--- config.mk ---
export PLATFORM = sky130hd
export DESIGN_NAME = cc20_front
export DESIGN_NICKNAME = d
export VERILOG_FILES = /design/src/hdl/cc20_pkg.sv /design/src/hdl/cc20_front.sv
export SDC_FILE = /design/constraint.sdc
export NUM_CORES = 1
export LEC_CHECK = 0
export BUFFER_PORTS_ARGS = -buffer_cell sky130_fd_sc_hd__buf_2
export CAP_MARGIN = 15
export CORE_MARGIN = 1.5
export CORE_UTILIZATION = 59
export DETAILED_ROUTE_END_ITERATION = 10
export GPL_TIMING_DRIVEN = 0
export HOLD_SLACK_MARGIN = 0.06
export PLACE_DENSITY = 0.82
export SLEW_MARGIN = 30
export SYNTH_ARGS = -nofsm -noshare
export SYNTH_HDL_FRONTEND = slang
export SYNTH_SLANG_ARGS = --single-unit
--- constraint.sdc ---
create_clock -name clk -period 5.5 [get_ports clk]
set_input_delay 0.55 -clock clk [delete_from_list [all_inputs] [get_ports clk]]
set_output_delay 0.55 -clock clk [all_outputs]
set_load 0.05 [all_outputs]
--- src/hdl/cc20_pkg.sv ---
`timescale 1ns / 1ps
// ----------------------------------------------------------------------------
// cc20_pkg: shared types and constants
// Word constants, register indexes and the byte queue entry type.
// ----------------------------------------------------------------------------
package cc20_pkg;

  localparam logic [31:0] SIGMA0 = 32'h61707865;
  localparam logic [31:0] SIGMA1 = 32'h3320646e;
  localparam logic [31:0] SIGMA2 = 32'h79622d32;
  localparam logic [31:0] SIGMA3 = 32'h6b206574;

  localparam int CFG_IDX_W = 3;
  localparam int CFG_DATA_W = 64;

  typedef enum logic [CFG_IDX_W-1:0] {
    REG_KEY01 = 3'd0,
    REG_KEY23 = 3'd1,
    REG_KEY45 = 3'd2,
    REG_KEY67 = 3'd3,
    REG_NONCE = 3'd4
  } cfg_reg_t;

  typedef struct packed {
    logic [7:0] data;
    logic       last;
  } byte_item_t;

  function automatic logic [31:0] rotl(input logic [31:0] v, input int n);
    rotl = (v << n) | (v >> (32 - n));
  endfunction

endpackage

--- src/hdl/cc20_front.sv ---
`timescale 1ns / 1ps
// ----------------------------------------------------------------------------
// cc20_front: input byte queue
// Accepts bytes into a four-entry queue that feeds the keystream back end.
// ----------------------------------------------------------------------------
module cc20_front (
  input  logic                clk,
  input  logic                rst_n,
  input  logic                in_valid,
  output logic                in_ready,
  input  cc20_pkg::byte_item_t in_item,
  output logic                q_valid,
  output cc20_pkg::byte_item_t q_item,
  input  logic                q_pop
);
  import cc20_pkg::*;

  byte_item_t slot_r [4];
  logic [1:0] wr_r, wr_nxt, rd_r, rd_nxt;
  logic [2:0] cnt_r, cnt_nxt;
  logic       push;

  assign in_ready = (cnt_r != 3'd4);
  assign push     = in_valid && in_ready;
  assign q_valid  = (cnt_r != 3'd0);
  assign q_item   = slot_r[rd_r];

  always_comb begin
    wr_nxt  = wr_r + 2'(push);
    rd_nxt  = rd_r + 2'(q_pop);
    cnt_nxt = cnt_r + 3'(push) - 3'(q_pop);
  end

  always_ff @(posedge clk) begin
    if (!rst_n) begin
      wr_r  <= '0;
      rd_r  <= '0;
      cnt_r <= '0;
    end else begin
      wr_r  <= wr_nxt;
      rd_r  <= rd_nxt;
      cnt_r <= cnt_nxt;
    end
    if (push) slot_r[wr_r] <= in_item;
  end
endmodule

==> results of run 1 <==
## cell families (layout without fill, tap and decap cells)
kind of cell | after synthesis | count (layout) | share of synthesized area
buffers and inverters | 6 | 40 | 0.01830
flip-flops | 43 | 43 | 0.7145
multiplexers | 9 | 9 | 0.1362
adder cells (fa/ha/maj) | 5 | 5 | 0.04100
XOR/XNOR | 3 | 3 | 0.02343
AND/OR/NAND/NOR | 15 | 15 | 0.06662
## state kept, by name (all words and copies together), names as in the netlist
register	flops
cnt_r	3
wr_r	2
slot_r	36
rd_r	2
## cells in the final DEF (no fill, tap or decap), drive strengths merged, types with 2 or more instances in the layout
cell	Yosys	final
mux4	9	9
clkbuf	0	6
edfxtp	36	36
bufinv	0	2
nor4bb	2	2
and2	7	7
ha	4	4
dfxtp	7	7
buf	2	28
xor2	2	2
inv	4	4
## routing by layer
metal	GRT usage	up-vias
li1	-	394
met1	0.2211	394
met2	0.2857	27
met3	0.05530	6
met4	0.06977	0
met5	0	-
## report_power, final
group	switching [uW]	internal, uW	total (uW)
clock	91.8	142	234
sequential	19.7	396	416
combinational	145	86.2	231
total	256	624	880
## cells in the mapped netlist (all sizes together)
cell type	count	area [sq um]
and4b	1	10.01
or3	1	6.260
ha	4	50.05
dfxtp	7	140.1
fa	1	20.02
edfxtp	36	1081
xnor3	1	22.52
xor2	2	17.52
mux4	9	232.7
nor4b	1	8.760
buf	2	16.26
nor2b	1	6.260
nand2b	1	6.260
and2	7	43.79
nor4bb	2	20.02
nor3b	1	12.51
inv	4	15.01
## worst reg2reg max path, delay by kind of cell, from the launching register on
| kind | cells | cell delay [ns] |
|---|---|---|
| xor gates and xnor gates | 1 | 0.18 |
| DFF | 1 | 0.38 |
| adders and majority gates | 3 | 0.69 |
| buffers and inverters | 1 | 0.04 |
| and+or+nand+nor | 3 | 0.88 |
## final cells by class
type,instances,area [sq um],share of cell area
flip-flops and latches,43,1221,0.6043
multi-input cells,32,493.0,0.2440
repair buffers,26,135.1,0.06687
clock inverters,2,60.06,0.02972
clock buffers,6,41.29,0.02043
well taps,31,38.79,0.01920
plain buffers,2,16.27,0.008050
inverters,4,15.01,0.007430
## path summary, 6_finish.rpt
| check | start | to | slack, ns | cells after the start |
|---|---|---|---|---|
| setup / recovery | cnt_r[2] | cnt_r[2] | 3.24 | 8 |
| hold / removal | in_item[5] | slot_r[1][5] | 0.42 | 1 |
| setup reg to reg | cnt_r[2] | cnt_r[2] | 3.24 | 8 |
| hold reg to reg | rd_r[0] | rd_r[0] | 0.63 | 2 |
## per-stage QoR
stage	cell area, sq um	util
finish	2021	0.7328
global route	2021	0.7328
CTS	2021	0.7328
detailed placement	1919	0.6960
global placement	1863	0.6756
floorplan	1709	-
==> results.json, run 1 <==
{
  "io_pins": 24,
  "avgSynthCellArea_sq_um": 21.10,
  "worstMarginPinSlew_ns": 0.6163,
  "final_layout_size_suffix_gt1_frac": 0.3478,
  "dr_wl_met3_um": 153,
  "drt-met1-wl_um": 1029,
  "dr.pass1.iters": 4,
  "grt_pass1_vias": 857,
  "drv_cap": 0,
  "avgRoutedWirePerCell_um": 16.98,
  "dp.cells": 138,
  "cp_slowest_cell": "nor3b_2",
  "max-slew-margin-rel": 0.5881,
  "route.met2.wl_um": 1253,
  "crit_path_end_kind": "register",
  "hold_class": "in2reg",
  "synthToLayoutAreaGrowth_pct": 18.23,
  "cts.path.max_buffers": 2,
  "core_region_area_sq_um": 2758,
  "cp_cell_sequence": "nor3b_2 -> nand2b_1 -> ha_1 -> inv_1 -> ha_1 -> fa_1 -> xnor3_1 -> and2_1",
  "nFillCells": 167,
  "max_stage_delay_ns": 0.53,
  "cts_sinks": 43,
  "syn_inst": 81,
  "fp.dieH_um": 56.82,
  "postRouteAntennaNets": 0,
  "finalMaxSlewViolations": 0,
  "cts.hold.buffers_added": 0,
  "status": "finished, final reports clean",
  "antenna_cells": 0,
  "tritoncts": "built",
  "fin_cells": 146,
  "cp_common_cell": "ha_1",
  "fin_setup_tns_ns": 0,
  "yosys_warnings": 0,
  "setup_viol": 0,
  "yosys.cell_types.count": 19,
  "dp_slack_ns": 3.257,
  "clk_pin_slew_ns": 0.11,
  "nNetsFinal": 132,
  "max_freq_mhz": 443.4,
  "synth_fp_nets": 99,
  "port_buffers": 23,
  "cts_resized": 0,
  "antenna_found_initial": 0,
  "synth_area_sq_um": 1709,
  "via_per_inst": 5.623,
  "drc": 0,
  "crit_buf_inv": 1,
  "cts_setup_buffers": 0,
  "die_x_um": 56.82,
  "finalWorstSetupSlack_ns": 3.245,
  "arrival_ns": 2.50,
  "gr-usage-all-layers": 0.1756,
  "via_count": 821,
  "rsz0062_at_grt": "false",
  "clk_latency_ns": 0.34,
  "fin_worst_skew_ns": 0.009894,
  "worstSetupPathType": "reg2reg",
  "gp_congestion": 0.7948,
  "cts_htree_levels": 2,
  "top_layer": "met4",
  "dieArea_sq_um": 3229,
  "hpwlAfterDp_um": 1727,
  "grt-ovfl-total": 0,
  "hold_ws_ns": 0.4189,
  "drt_iter0_drc": 32,
  "synth-seq-cells": 43,
  "cts_inserted_buffers": 5,
  "crit_family": "simple AND/OR/NAND/NOR gates",
  "power.leakage_uw": 0.0007694,
  "totalWireLength_um": 2479,
  "clock-root-buffer": "clkbuf_4",
  "finalCriticalPeriod_ns": 2.255,
  "max-vdd-ir-drop_uv": 395.5,
  "grt_max_degree": 14,
  "grt_pass1_wl_um": 4022,
  "required_ns": 5.75,
  "num_rows": 19,
  "start_util": 0.6198,
  "power.density_nw_per_um2": 435.7,
  "cp_max_fo": 7,
  "yosysSeqAreaShare": 0.7145,
  "power_uw": 880.4,
  "hold_viol_final": 0,
  "critPathLaunchType": "register",
  "fin_crit_sh": 0.4101
}
(Power assumes the default switching activity.)
==> run 2: changes to the inputs <==
CORE_UTILIZATION = 50   (was 59)
PLACE_DENSITY = 0.74   (was 0.82)
clock period = 1.8 ns   (was 5.5 ns; I/O delays follow)
==> results.json, run 2 (synthesized netlist as in run 1, its figures left out) <==
{
  "fin_crit_sh": 1.016,
  "power.leakage_uw": 0.0008113,
  "dp_slack_ns": -0.2892,
  "hold_viol_final": 0,
  "gp_congestion": 0.6422,
  "finalInstanceArea_sq_um": 2223,
  "dr_wl_met3_um": 123,
  "nNetsFinal": 143,
  "status": "finished with violations",
  "largest-register": "slot_r",
  "p_comb_frac": 0.318,
  "drv_cap": 0,
  "r2r_start": "cnt_r[2]",
  "route.met2.wl_um": 1620,
  "nFillCells": 245,
  "grt-ovfl-total": 0,
  "cp_slowest_cell": "dfxtp_2",
  "avgRoutedWirePerCell_um": 16.99,
  "finalWorstSetupSlack_ns": -0.02879,
  "cp_max_fo": 2,
  "clk_pin_slew_ns": 0.12,
  "finalMaxSlewViolations": 0,
  "drt-met1-wl_um": 1129,
  "final_util": 0.6716,
  "cp.depth": 8,
  "crit_start": "cnt_r[2]",
  "antenna_found_initial": 0,
  "gr-usage-all-layers": 0.1780,
  "core_region_area_sq_um": 3311,
  "num_rows": 21,
  "reg.largest.list": "slot_r (36), cnt_r (3)",
  "critPathLaunchType": "register",
  "grt_pass1_wl_um": 4450,
  "power.density_nw_per_um2": 1254,
  "worstSetupPathType": "reg2reg",
  "cp_common_cell": "ha_4",
  "worstMarginPinSlew_ns": 0.7129,
  "rsz0062_at_grt": "true",
  "top_layer": "met4",
  "cp_cell_sequence": "nor3b_4 -> nand2b_4 -> ha_4 -> inv_2 -> ha_4 -> fa_2 -> xnor3_1 -> and2_1",
  "cts_sinks": 43,
  "required_ns": 2.06,
  "swShare": 0.3130,
  "layout_common_cells": "edfxtp_1, buf_2, buf_6, mux4_2, dlygate4sd3_1",
  "die_x_um": 61.47,
  "drc": 0,
  "grt_pass1_vias": 902,
  "internal-power_uw": 1915,
  "hold_ws_ns": 0.09230,
  "crit_family": "adder cells",
  "tritoncts": "built",
  "fin_worst_skew_ns": 0.005883,
  "max_freq_mhz": 546.8,
  "max-vdd-ir-drop_uv": 703.1,
  "cts_htree_levels": 2,
  "dr.pass1.iters": 4,
  "clock-root-buffer": "clkbuf_4",
  "multi_input_area_sq_um": 513.0,
  "postRouteAntennaNets": 0,
  "hold_class": "in2reg",
  "violations": "negative setup slack",
  "dieArea_sq_um": 3778,
  "place_area_sq_um": 1941,
  "largest_reg_flops": 36,
  "clk_latency_ns": 0.36,
  "crit_buf_inv": 1,
  "hold_start": "rst_n",
  "start_util": 0.5163,
  "crit_path_end_kind": "register",
  "fin_setup_tns_ns": -0.02879,
  "drt_iter0_drc": 12,
  "antenna_cells": 0,
  "port_buffers": 23,
  "synthToLayoutAreaGrowth_pct": 30.09,
  "regArea_sq_um": 1234,
  "totalWireLength_um": 2922,
  "finalCriticalPeriod_ns": 1.829,
  "pwr-share-clk": 0.217,
  "arrival_ns": 2.09,
  "r2r_cells": 8,
  "final_layout_size_suffix_gt1_frac": 0.4762,
  "hold_depth": 2,
  "max-slew-margin-rel": 0.5227,
  "cts.path.max_buffers": 2,
  "p_seq_frac": 0.465,
  "layout_commonest_cell": "edfxtp_1",
  "power_switching_uw": 872.7,
  "setup_viol": 1,
  "fp.dieH_um": 61.47,
  "via_count": 882,
  "via_per_inst": 5.128,
  "max_stage_delay_ns": 0.34,
  "cts_inserted_buffers": 5,
  "io_pins": 24,
  "grt_max_degree": 15
}
run 2: per-layer routing:
layer | vias to the layer above | global-route usage
met5 | - | 0
met2 | 25 | 0.2903
met3 | 6 | 0.06303
li1 | 410 | -
met1 | 441 | 0.2181
met4 | 0 | 0.07295
run 2: per-stage QoR:
step / power [uW] / std cells
final: 2788 / 172
after global placement: 1951 / 150
after floorplan: 1828 / 81
after CTS: 2774 / 171
after global routing: 2921 / 172
after detailed placement: 2029 / 150
run 2: worst reg2reg max path, stage by stage (launching register included):
cell      delay, ns
dfxtp_2        0.34
nor3b_4        0.14
nand2b_4       0.14
ha_4           0.26
inv_2          0.04
ha_4           0.15
fa_2           0.32
xnor3_1        0.18
and2_1         0.16
run 2: path summary, 6_finish.rpt:
kind         slack [ns]  endpoint
max               -0.03  cnt_r[2]
min                0.09   rd_r[1]
max reg2reg       -0.03  cnt_r[2]
min reg2reg        0.72   wr_r[1]
run 2: area by class of cell:
cell class	count	share of cell area
Buffer	2	0.009004
Clock buffer	5	0.01688
Clock inverter	3	0.01970
Inverter	4	0.006753
Multi-Input combinational cell	32	0.2307
Sequential cell	43	0.5549
Tap cell	46	0.02589
Timing Repair Buffer	37	0.1362
run 2: power by group through the flow:
stage                     logic, uW  clock network, uW  registers [uW]
final                           887                604            1300
after detailed placement        717                  0            1310
after global placement          663                  0            1290
after floorplan                 545                  0            1280
after CTS                       862                617            1300
after global routing            959                656            1310
run 2: timing repair:
item / 4_1_cts / 5_1_grt
pin swaps: 4 / 3
cloned: 1 / 0
endpoints found under the setup margin: 11 / 11
endpoints found under the hold margin: 36 / 0
resized for setup: 29 / 10
buffers inserted: 3 / 1
hold buffers: 9 / 0
==> run 3: changes to the inputs <==
CORE_UTILIZATION = 55   (was 50)
GPL_TIMING_DRIVEN = unset   (was 0)
PLACE_DENSITY = 0.77   (was 0.74)
clock period = 1.9 ns   (was 1.8 ns; I/O delays follow)
==> results.json, run 3 (synthesized netlist as in run 1, its figures left out) <==
{
  "status": "finished, final reports clean",
  "crit_buf_inv": 1,
  "critPathLaunchType": "register",
  "regArea_sq_um": 1225,
  "clock-root-buffer": "clkbuf_4",
  "hold_end": "rd_r[0]",
  "num_rows": 20,
  "multi_input_area_sq_um": 516.7,
  "drv_cap": 0,
  "avgRoutedWirePerCell_um": 17.97,
  "power.leakage_uw": 0.0008409,
  "hold_depth": 2,
  "cp.depth": 8,
  "clk_latency_ns": 0.35,
  "cp_max_fo": 3,
  "max-vdd-ir-drop_uv": 964.1,
  "max_stage_delay_ns": 0.36,
  "via_per_inst": 5.415,
  "crit_path_end_kind": "register",
  "finalMaxSlewViolations": 0,
  "hold_viol_final": 0,
  "cts_inserted_buffers": 5,
  "drc": 0,
  "gr-usage-all-layers": 0.1882,
  "cts_htree_levels": 2,
  "core_region_area_sq_um": 3003,
  "cp_common_cell": "ha_4",
  "timing.rr.end": "cnt_r[2]",
  "gp_congestion": 0.7144,
  "cts_sinks": 43,
  "nFillCells": 186,
  "dr.pass1.iters": 4,
  "drt_iter0_drc": 18,
  "grt_pass1_wl_um": 4436,
  "hpwlAfterDp_um": 1894,
  "clk_pin_slew_ns": 0.11,
  "largest_reg_flops": 36,
  "cp_cell_sequence": "nor3b_4 -> nand2b_4 -> ha_4 -> inv_2 -> ha_4 -> fa_2 -> xnor3_1 -> and2_1",
  "nNetsFinal": 148,
  "largest-register": "slot_r",
  "io_pins": 24,
  "die_x_um": 58.75,
  "layout_commonest_cell": "edfxtp_1",
  "tritoncts": "built",
  "arrival_ns": 2.14,
  "fin_cells": 164,
  "dieArea_sq_um": 3451,
  "postRouteAntennaNets": 0,
  "crit_family": "adder cells",
  "setup_viol": 0,
  "synthToLayoutAreaGrowth_pct": 28.40,
  "antenna_found_initial": 0,
  "grt-ovfl-total": 0,
  "max-slew-margin-rel": 0.6914,
  "hold_class": "in2reg",
  "via_count": 888,
  "hold_ws_ns": 0.1125,
  "final_layout_size_suffix_gt1_frac": 0.4198,
  "power.density_nw_per_um2": 1218,
  "final_util": 0.7308,
  "required_ns": 2.15,
  "worstSetupPathType": "reg2reg",
  "finalCriticalPeriod_ns": 1.892,
  "cp_slowest_cell": "dfxtp_2",
  "dp.cells": 146,
  "r2r_cells": 8,
  "reg.largest.list": "slot_r (36), cnt_r (3)",
  "worstMarginPinSlew_ns": 0.4623,
  "fin_setup_tns_ns": 0,
  "antenna_cells": 0,
  "fin_crit_sh": 0.9958,
  "hold_start": "rst_n",
  "port_buffers": 23,
  "r2r_start": "cnt_r[2]",
  "fin_worst_skew_ns": 0.002862,
  "rsz0062_at_grt": "true",
  "cts.path.max_buffers": 2,
  "r2r_slack_ns": 0.008,
  "layout_common_cells": "edfxtp_1, buf_2, buf_4, dlygate4sd3_1, mux4_1",
  "grt_pass1_vias": 953,
  "max_freq_mhz": 528.5,
  "grt_max_degree": 14,
  "totalWireLength_um": 2947,
  "start_util": 0.5692,
  "fp.dieH_um": 58.75
}
==> run 3: layer usage <==
layer / global-route usage / up-vias / routed length (um)
li1: - / 422 / -
met1: 0.2144 / 440 / 1226
met2: 0.3270 / 20 / 1584
met3: 0.07253 / 6 / 100
met4: 0.05844 / 0 / 36
met5: 0 / - / 0
==> run 3: area by class of cell <==
cell class / count / area share
sequential: 43 / 0.5582
multi-input combinational: 32 / 0.2355
inverter: 4 / 0.006842
tap: 33 / 0.01881
clock inverter: 2 / 0.02737
timing repair buffer: 44 / 0.1345
clock buffer: 6 / 0.01881
==> run 3: worst max path at each step <==
stage / from / end
floorplan: cnt_r[2] / cnt_r[2]
detailed placement: cnt_r[2] / cnt_r[2]
global placement: cnt_r[2] / cnt_r[2]
global route: cnt_r[2] / cnt_r[2]
CTS: cnt_r[1] / cnt_r[1]
finish: cnt_r[2] / cnt_r[2]
==> run 3: per-stage QoR <==
| step | worst slack (ns) | power (uW) | area, sq um |
|---|---|---|---|
| global placement | 0.04433 | 1882 | 1951 |
| CTS | 0.008463 | 2643 | 2156 |
| detailed placement | -0.04916 | 1920 | 1951 |
| floorplan | -0.007423 | 1713 | 1715 |
| finish | 0.008001 | 2673 | 2195 |
| global route | -0.03624 | 2796 | 2195 |
==> run 3: where the power goes <==
group	total [uW]	internal (uW)	switching, uW
clock network	687	411	276
logic	757	315	442
registers	1230	1150	77.2
==> run 3: repair_timing <==
| action | in CTS | in global routing |
|---|---|---|
| hold buffers | 9 | 0 |
| hold endpoints to repair | 36 | 0 |
| resized for setup | 4 | 6 |
| setup buffers | 0 | 1 |
| cloned | 0 | 0 |
| pin swaps | 1 | 4 |
| endpoints found under the setup margin | 1 | 2 |
